## src/sv/plob_fifo.sv

```systemverilog
// Small synchronous queue of packed words.
// No dependencies.
module plob_fifo #(
   parameter int WIDTH = 8,
   parameter int DEPTH = 2
) (
   input  logic             clock,
   input  logic             reset,
   input  logic             push,
   input  logic [WIDTH-1:0] wdata,
   output logic             full,
   input  logic             pop,
   output logic [WIDTH-1:0] rdata,
   output logic             empty
);
   localparam int AW = (DEPTH > 1) ? $clog2(DEPTH) : 1;

   logic [WIDTH-1:0] mem_ff [DEPTH];
   logic [AW-1:0]    wptr_ff, wptr_in, rptr_ff, rptr_in;
   logic [AW:0]      cnt_ff, cnt_in;
   logic             do_push, do_pop;

   assign full    = (cnt_ff == (AW+1)'(DEPTH));
   assign empty   = (cnt_ff == '0);
   assign do_push = push && !full;
   assign do_pop  = pop && !empty;
   assign rdata   = mem_ff[rptr_ff];

   always_comb begin
      wptr_in = wptr_ff;
      rptr_in = rptr_ff;
      cnt_in  = cnt_ff;
      if (do_push) begin
         wptr_in = (wptr_ff == AW'(DEPTH-1)) ? '0 : wptr_ff + 1'b1;
      end
      if (do_pop) begin
         rptr_in = (rptr_ff == AW'(DEPTH-1)) ? '0 : rptr_ff + 1'b1;
      end
      if (do_push && !do_pop) begin
         cnt_in = cnt_ff + 1'b1;
      end else if (do_pop && !do_push) begin
         cnt_in = cnt_ff - 1'b1;
      end
   end

   always_ff @(posedge clock) begin
      if (reset) begin
         wptr_ff <= '0;
         rptr_ff <= '0;
         cnt_ff  <= '0;
      end else begin
         wptr_ff <= wptr_in;
         rptr_ff <= rptr_in;
         cnt_ff  <= cnt_in;
      end
   end

   always_ff @(posedge clock) begin
      if (do_push) begin
         mem_ff[wptr_ff] <= wdata;
      end
   end

endmodule

```

## config.mk

```make
export PLATFORM = sky130hd
export DESIGN_NAME = plob_fifo
export DESIGN_NICKNAME = d
export VERILOG_FILES = /design/src/sv/plob_fifo.sv
export SDC_FILE = /design/constraint.sdc
export NUM_CORES = 1
export LEC_CHECK = 0
export BUFFER_PORTS_ARGS = -buffer_cell sky130_fd_sc_hd__buf_4
export CAP_MARGIN = 5
export CORE_MARGIN = 2
export CORE_UTILIZATION = 45
export CTS_BUF_LIST = sky130_fd_sc_hd__clkbuf_2
export DETAILED_ROUTE_END_ITERATION = 12
export PLACE_DENSITY = 0.71
export SYNTH_ARGS = -nofsm -noshare
export SYNTH_HDL_FRONTEND = slang
export SYNTH_SLANG_ARGS = --single-unit
```

## constraint.sdc

```tcl
create_clock -name clock -period 2.3 [get_ports clock]
set_clock_uncertainty 0.2 [all_clocks]
set_input_delay 0.345 -clock clock [delete_from_list [all_inputs] [get_ports clock]]
set_output_delay 0.345 -clock clock [all_outputs]
set_load 0.01 [all_outputs]
```

==> results.toml <==
[final_layout]
nNetsFinal = 97
fin_cells = 100
layout-drive-gt1-share = 0.410
fill_cells = 149
diodes = 0
area_growth_pct = 36.1

[place]
dp.cells = 87
place_ws_ns = 0.554
hpwlAfterDp_um = 806
numPortBuffers = 21
gp_congestion = 0.634

[global_route]
grt_antenna_before_repair = 0
grt_max_degree = 14
grt_use_total = 0.109
grt_pass1_wl_um = 1520
grt_pass1_vias = 388
grt-ovfl-total = 0

[floorplan]
core_um2 = 1690
dieWidth_um = 46.0
start_util = 0.470
num_io_pins = 22
design.die.area_um2 = 2110
die_h_um = 46.0
row_count = 15

[synth]
syn_avg_cell_area_um2 = 15.9
synth_top_area_cell = "edfxtp_1"
syn-num-nets = 63
synth_top_area_share = 0.606
yosysWarnings = 0
ys_seq_elements = 21
async_flop_share = 0
yosys.cell_count.top_type = "edfxtp_1"
synthFlopType = "edfxtp_1"
synth_area_um2 = 793
syn_inst = 50
synth_common_cells = "edfxtp_1 (16), mux2_2 (8), dfxtp_1 (5), nor2_1 (5)"
seq_area_frac_synth = 0.732
synth_area_leaders = "edfxtp_1 (61%), dfxtp_1 (13%), mux2_2 (11%)"
yosysUniqueCellTypes = 13
synth-edff-count = 16

[cts]
clockRootBuffer = "clkbuf_2"
post_cts_buffers = 0
cts_tree = "yes"
clockBufferDepth = 2
cts-hold-fix-buffers = 6
numCtsBuffers = 3
clk_latency_ns = 0.31
clock_sinks = 21
cts_htree_levels = 1
ctsResizeCount = 0
clk_pin_slew_ns = 0.20

[power_and_ir_drop]
power.switching_mw = 0.307
power_frac_comb = 0.340
p_per_area_nw_per_um2 = 952
p_int_mw = 0.721
leakage_nw = 0.431
ir_worst_vdd_mv = 0.622
swShare = 0.298
seqPwrFrac = 0.517
clock_power_share = 0.143
fin_total_pwr_mw = 1.03

[critical_path]
worstPathMaxFanout = 8
critical_path_class = "flop to output port"
worst-endpoint-required_ns = 1.75
start_kind = "flop"
worstPathArrival_ns = 1.42
cp-end-kind = "output port"

[sta]
layout_setup_ws_ns = 0.331
fin_crit_sh = 0.856
drv_slew = 0
rsz0062_at_grt = "no"
final.setup.tns_ns = 0
hold_slack_ns = 0.206
fin_crit_ns = 1.97
worstMarginPinSlew_ns = 0.385
setup-violations-final = 0
slew_headroom = 0.743
hold_violations = 0
timing.fmax_ghz = 0.508

[route]
dr.pass1.iters = 2
drt_iter0_markers = 12
avgViaCountPerCell = 4.88
vias = 488
route.detailed.wl_per_inst_um = 11.5
drt_wl_total_um = 1150
remaining_drc_errors = 0
ant_nets = 0

[run_status]
status = "completed"

[flow_run]
drv_cap = 0

[hold_path]
hp-class = "primary input to flop"
worst paths after layout:
| path | startpoint | slack [ns] | end | cells after the start |
|---|---|---|---|---|
| max | flop | 0.33 | rdata[1] | 2 |
| min | push | 0.21 | wptr_ff | 4 |
| min reg2reg | wptr_ff | 0.29 | wptr_ff | 2 |
| max reg2reg | cnt_ff[1] | 0.51 | cnt_ff[1] | 5 |
power groups by stage:
stage / Combinational, mW / Sequential (mW) / Clock [mW]
global route: 0.379 / 0.541 / 0.165
floorplan: 0.224 / 0.516 / 0
CTS: 0.351 / 0.534 / 0.152
detailed placement: 0.340 / 0.543 / 0
finish: 0.349 / 0.531 / 0.147
global placement: 0.334 / 0.540 / 0
critical path, cell delays in order (launching register included):
cell	delay, ns
dfxtp_1	0.58
mux2_2	0.39
buf_4	0.14
registers in the layout, indices dropped and copies added, names as in the netlist, named ones only:
| signal | count |
|---|---|
| rptr_ff | 1 |
| mem_ff | 16 |
| wptr_ff | 1 |
| cnt_ff | 2 |
cells by family (layout without fill, tap and decap cells):
group                    Yosys count  count (layout)  synth area share
AO/OA/AOI/OAI                      5               5            0.0315
XOR/XNOR                           3               3            0.0331
adder cells (fa/ha/maj)            1               1            0.0158
buffers and inverters              3              36            0.0158
flip-flops                        21              21             0.732
multiplexers                       8               8             0.114
AND/OR/NAND/NOR                    9               9            0.0584
layer usage:
metal  vias up  GRT usage  part of all wire
met4         0     0.0686            0.0087
met2        15      0.192              0.51
met5         -          0                 0
li1        248          -                 -
met1       223      0.107              0.44
met3         2     0.0357             0.036
cell type report:
cell class	count	area [µm²]	area share
Tap cell	17	21.3	0.0197
Sequential cell	21	581	0.538
Clock inverter	1	7.51	0.00695
Multi-Input combinational cell	26	200	0.185
Inverter	2	7.51	0.00695
Timing Repair Buffer	30	248	0.229
Clock buffer	3	15.0	0.0139
stage by stage:
step | cell area, µm² | util
floorplan | 793 | -
global placement | 967 | 0.573
detailed placement | 967 | 0.573
CTS | 1050 | 0.621
global route | 1080 | 0.639
finish | 1080 | 0.639
layout by cell type (no fill, tap or decap):
cell           Yosys  layout
a21oi_1            2       2
nor2_1             5       5
clkbuf_2           0       3
nor2b_2            1       1
dlygate4sd3_1      0       9
or3_1              2       2
and2_1             1       1
buf_4              0      21
dfxtp_1            5       5
edfxtp_1          16      16
ha_1               1       1
inv_1              2       2
mux2_2             8       8
clkinvlp_4         0       1
o21ai_0            3       3
xor2_1             3       3
Note: power is estimated with default switching activity, not from simulation.
