--- src/sv/plob_pkg.sv ---
// Shared types and constants of the price ladder order book.
// No dependencies; every other file but plob_fifo refers to it by scoped names.
package plob_pkg;

   localparam int LEVELS = 1024;
   localparam int ORDERS = 1024;
   localparam int LVL_W  = 10;
   localparam int ID_W   = 10;
   localparam int LINK_W = 11;
   localparam int TOT_W  = 42;
   localparam int GRP    = 32;
   localparam int NGRP   = LEVELS / GRP;
   localparam int GRP_W  = 5;
   localparam int BIT_W  = 5;

   localparam logic [LINK_W-1:0] NIL_LINK = LINK_W'(ORDERS);

   localparam logic [1:0] OP_ADD    = 2'd0;
   localparam logic [1:0] OP_CANCEL = 2'd1;
   localparam logic [1:0] OP_MODIFY = 2'd2;
   localparam logic [1:0] OP_QUERY  = 2'd3;

   localparam logic [1:0] ST_OK      = 2'd0;
   localparam logic [1:0] ST_RANGE   = 2'd1;
   localparam logic [1:0] ST_DUP     = 2'd2;
   localparam logic [1:0] ST_UNKNOWN = 2'd3;

   localparam logic CSR_MIN_PRICE  = 1'b0;
   localparam logic CSR_NUM_LEVELS = 1'b1;

   typedef struct packed {
      logic [31:0] min_price;
      logic [10:0] levels_eff;
   } csr_type;

   typedef struct packed {
      logic [1:0]       opcode;
      logic [ID_W-1:0]  order_id;
      logic [LVL_W-1:0] lvl;
      logic             range_ok;
      logic [31:0]      volume;
   } cmd_type;

   typedef struct packed {
      logic [1:0]       status;
      logic [TOT_W-1:0] level_volume;
      logic [ID_W-1:0]  head_order_id;
      logic             head_valid;
      logic [31:0]      best_bid;
      logic [31:0]      best_ask;
      logic [10:0]      order_count;
   } rsp_type;

endpackage

--- src/sv/plob_fifo.sv ---
// Small synchronous queue of packed words.
// No dependencies.
module plob_fifo #(
   parameter int WIDTH = 8,
   parameter int DEPTH = 2
) (
   input  logic             clock,
   input  logic             reset,
   input  logic             push,
   input  logic [WIDTH-1:0] wdata,
   output logic             full,
   input  logic             pop,
   output logic [WIDTH-1:0] rdata,
   output logic             empty
);
   localparam int AW = (DEPTH > 1) ? $clog2(DEPTH) : 1;

   logic [WIDTH-1:0] mem_ff [DEPTH];
   logic [AW-1:0]    wptr_ff, wptr_in, rptr_ff, rptr_in;
   logic [AW:0]      cnt_ff, cnt_in;
   logic             do_push, do_pop;

   assign full    = (cnt_ff == (AW+1)'(DEPTH));
   assign empty   = (cnt_ff == '0);
   assign do_push = push && !full;
   assign do_pop  = pop && !empty;
   assign rdata   = mem_ff[rptr_ff];

   always_comb begin
      wptr_in = wptr_ff;
      rptr_in = rptr_ff;
      cnt_in  = cnt_ff;
      if (do_push) begin
         wptr_in = (wptr_ff == AW'(DEPTH-1)) ? '0 : wptr_ff + 1'b1;
      end
      if (do_pop) begin
         rptr_in = (rptr_ff == AW'(DEPTH-1)) ? '0 : rptr_ff + 1'b1;
      end
      if (do_push && !do_pop) begin
         cnt_in = cnt_ff + 1'b1;
      end else if (do_pop && !do_push) begin
         cnt_in = cnt_ff - 1'b1;
      end
   end

   always_ff @(posedge clock) begin
      if (reset) begin
         wptr_ff <= '0;
         rptr_ff <= '0;
         cnt_ff  <= '0;
      end else begin
         wptr_ff <= wptr_in;
         rptr_ff <= rptr_in;
         cnt_ff  <= cnt_in;
      end
   end

   always_ff @(posedge clock) begin
      if (do_push) begin
         mem_ff[wptr_ff] <= wdata;
      end
   end

endmodule

--- src/sv/plob_front.sv ---
// Front end: range check of the request price and queueing of commands.
// Depends on plob_pkg and plob_fifo.
module plob_front (
   input  logic                clock,
   input  logic                reset,
   input  logic                push,
   output logic                full,
   input  logic [1:0]          opcode,
   input  logic [9:0]          order_id,
   input  logic [31:0]         price_tick,
   input  logic [31:0]         volume,
   input  plob_pkg::csr_type   csr,
   input  logic                cmd_pop,
   output plob_pkg::cmd_type   cmd,
   output logic                cmd_empty
);
   logic [32:0]       diff;
   plob_pkg::cmd_type cls;

   always_comb begin
      diff         = {1'b0, price_tick} - {1'b0, csr.min_price};
      cls.opcode   = opcode;
      cls.order_id = order_id;
      cls.lvl      = diff[plob_pkg::LVL_W-1:0];
      // borrow means below the ladder
      cls.range_ok = !diff[32] && (diff[31:0] < {21'b0, csr.levels_eff});
      cls.volume   = volume;
   end

   plob_fifo #(
      .WIDTH($bits(plob_pkg::cmd_type)),
      .DEPTH(2)
   ) u_cmd_q (
      .clock(clock),
      .reset(reset),
      .push (push),
      .wdata(cls),
      .full (full),
      .pop  (cmd_pop),
      .rdata(cmd),
      .empty(cmd_empty)
   );

endmodule

--- config.mk ---
export PLATFORM = sky130hd
export DESIGN_NAME = plob_front
export DESIGN_NICKNAME = d
export VERILOG_FILES = /design/src/sv/plob_pkg.sv /design/src/sv/plob_fifo.sv /design/src/sv/plob_front.sv
export SDC_FILE = /design/constraint.sdc
export NUM_CORES = 1
export LEC_CHECK = 0
export BUFFER_PORTS_ARGS = -buffer_cell sky130_fd_sc_hd__clkbuf_2
export CAP_MARGIN = 30
export CORE_ASPECT_RATIO = 1.1
export CORE_UTILIZATION = 48
export DETAILED_ROUTE_END_ITERATION = 8
export PLACE_DENSITY = 0.86
export SYNTH_ARGS = -nofsm -noshare
export SYNTH_HDL_FRONTEND = slang
export SYNTH_HIERARCHICAL = 1
export SYNTH_SLANG_ARGS = --single-unit
export TNS_END_PERCENT = 20
--- constraint.sdc ---
create_clock -name clock -period 4.8 [get_ports clock]
set_clock_uncertainty 0.1 [all_clocks]
set_input_delay 0.48 -clock clock [delete_from_list [all_inputs] [get_ports clock]]
set_output_delay 0.48 -clock clock [all_outputs]
set_load 0.1 [all_outputs]
==> run summary <==
Fmax - 223 MHz
Filler cells - 1055
setup bufs post-CTS - 0
Tcrit/Tclk final - 93.3%
Cell Area, Synth - 6440 um2
total grt overflow - 0
status - finished with violations
CTS tree - yes
CP startpoint kind - input pin
min-delay src - volume[30]
Post-Layout Cell Count - 914
CTS H-tree depth - 4
CTS Hold Bufs - 0
# DRC - 1
Seq pwr share - 27.7%
Clock Sinks - 115
Slew headroom - 50.6%
Skew-Pair Late Insertion Delay - 0.41 ns
Post-Syn Nets - 709
Rows - 44
EDFF count, synth - 110
Hold Crit Class - input pin to register
R2R Setup Slk - 2.53 ns
initial cell density of the core - 49.0%
clk root buf - clkbuf_16
area delta synth->final - 27.0%
Ports - 180
critical path peak fanout - 2
antenna violations before repair - 0
Hold Slack - 0.158 ns
vias in the first global route - 4726
maximum vdd ir drop - 0.261 mV
post-placement cell count - 882
Final Core Density - 62.2%
HPWL after DPL - 10600 um
switching power share of the total - 46.7%
Final setup viols - 0
RSZ-0062 raised after global routing - no
Pins Over Slew Limit - 0
commonest non-fill, non-tap cells in the layout - 179 x clkbuf_2, 110 x edfxtp_1, 58 x inv_1
RR Startpoint - u_cmd_q/cnt_ff[0]
wire per inst - 15.5 um
Max-cap violations - 0
kind of critical path - input pin to register
IO buf count - 179
data required time at the worst endpoint - 4.93 ns
Num CTS Buffers - 17
CP startpoint - price_tick[0]
Avg Inst Size Synth - 11.9 um2
total power - 4.77 mW
Clk pwr share - 26.6%
commonest non-fill, non-tap cell in the layout - clkbuf_2
Pre-antenna DRT Iters - 7
layout cells sized above 1 - 39.2%
Psw - 2.23 mW
asr flop ratio synth - 0%
ys flop type - edfxtp_1
Core ar. - 13200 um2
Tmin final - 4.48 ns
top-area cell type share of the netlist area - 51.3%
largest net degree at the start of global routing - 56
YS warnings - 6
Pwr per Cell Area - 583 nW/um2
vias per cell - 5.41
Vias - 4941
final wirelength - 14200 um
Yosys top cell by area - edfxtp_1
die width - 112 um
violated checks - design-rule violations
sequential cell area fraction in the yosys report - 52.8%
first-pass GRT wire length - 22700 um
Final #Nets - 907
Pint - 2.54 mW
Max clock buf depth - 2
n_diodes - 0
Fin. Hold Viols - 0
Pleak - 3.56 nW
drt first-iter violations - 377
post-route cell area - 8190 um2
final RePlAce weighted congestion - 0.945
Combinational Power Share - 45.6%
post-route ant nets - 0
Clock transition at path regs - 0.06 ns
flops & latches, synth - 115
Setup crit end kind - register
Die Height - 124 um
Critical Path AT - 4.61 ns
Total GRT Usage - 21.3%
top post-synthesis cells by area - edfxtp_1 51%, mux2_2 9.6%, ha_1 8.3%, inv_1 3.4%, a21oi_1 3.2%
Cells after Synth - 542
actual slew at the worst max-slew pin - 0.741 ns
placed standard-cell area - 7560 um2
die area - 13900 um2
Synth cell types - 63
power by group through the flow:
stage | Clock, mW | Combinational (mW) | Sequential [mW]
final | 1.27 | 2.18 | 1.32
after global routing | 1.35 | 2.28 | 1.34
after CTS | 1.30 | 2.19 | 1.32
after detailed placement | 0 | 2.17 | 1.34
after global placement | 0 | 2.10 | 1.38
after floorplan | 0 | 1.83 | 1.33
final timing paths:
check	cells after the start	endpoint
worst min register to register	2	u_cmd_q/wptr_ff
worst max-delay path	20	u_cmd_q/mem_ff[0][32]
worst max register to register	4	u_cmd_q/mem_ff[0][29]
worst min-delay path	1	u_cmd_q/mem_ff[0][30]
synth_stat cells (all sizes together), types with 2 or more instances:
cell and count:
mux2i 3, nor2b 3, o21bai 4, a31o 2, o221ai 3, edfxtp 110
xor2 10, nor4 5, inv 60, o21ai 24, mux2 55, a21o 7
nand4 14, or4 2, nor3 6, a311oi 2, o211ai 2, o2111ai 2
nand2 39, o21a 4, dfxtp 5, o31ai 2, ha 43, a22oi 2
nor2 23, a2111oi 2, a21boi 2, or3 3, xnor2 11, nand3 6
clkbuf 2, nand2b 3, buf 12, and3 3, a211oi 5, and2 3
a21oi 42
registers in the layout (all words and copies together), names as in the netlist, named ones only:
name,count
u_cmd_q/cnt_ff,2
u_cmd_q/mem_ff,110
u_cmd_q/rptr_ff,1
u_cmd_q/wptr_ff,1
critical path, cell delays in order:
cell	delay, ns
clkbuf_2	0.08
inv_1	0.04
ha_1	0.15
inv_1	0.05
fa_2	0.35
a211oi_2	0.21
o21ai_1	0.10
or2_1	0.23
nand2_1	0.07
nand2_1	0.06
xor2_1	0.16
ha_1	0.20
a2111oi_2	0.20
nand4_1	0.12
or4b_1	0.46
or4_1	0.52
nor4_2	0.28
nand4_1	0.12
or4_1	0.54
nor4_4	0.17
cell type report:
type                       instances  area [um2]  share of cell area, %
sequential                       115        3400                   41.6
multi-input combinational        353        2730                   33.4
timing repair buffer             193        1010                   12.4
clock buffer                      17         425                   5.20
inverter                          60         225                   2.75
tap                              161         201                   2.46
clock inverter                    15         183                   2.23
cell families after synthesis:
logic type	share of synthesized area, %
multiplexers	10.1
buffers and inverters	5.16
adder cells (fa/ha/maj)	8.66
flip-flops	52.8
AO/OA/AOI/OAI	11.2
AND/OR/NAND/NOR	9.11
XOR/XNOR	2.97
per-stage QoR:
stage          TNS, ns  worst slack (ns)
4_1_cts              0             0.137
2_1_floorplan        0            0.0565
3_5_place_dp    -0.556            -0.278
3_3_place_gp    -0.418            -0.209
6_report             0             0.323
5_1_grt              0            0.0305
layer usage:
layer  GRT usage [%]  vias up  part of all wire (%)
li1                -     2419                     -
met3            5.54       19                   6.3
met5               0        -                     0
met1            24.1     2286                    41
met4            6.75        0                   1.4
met2            39.4      217                    51
repair_timing:
| action | CTS | global route |
|---|---|---|
| hold endpoints to repair | 0 | 0 |
| endpoints found under the setup margin | 0 | 2 |
| gates resized for setup | 0 | 3 |
No activity file was read; power rests on OpenSTA's default activity.
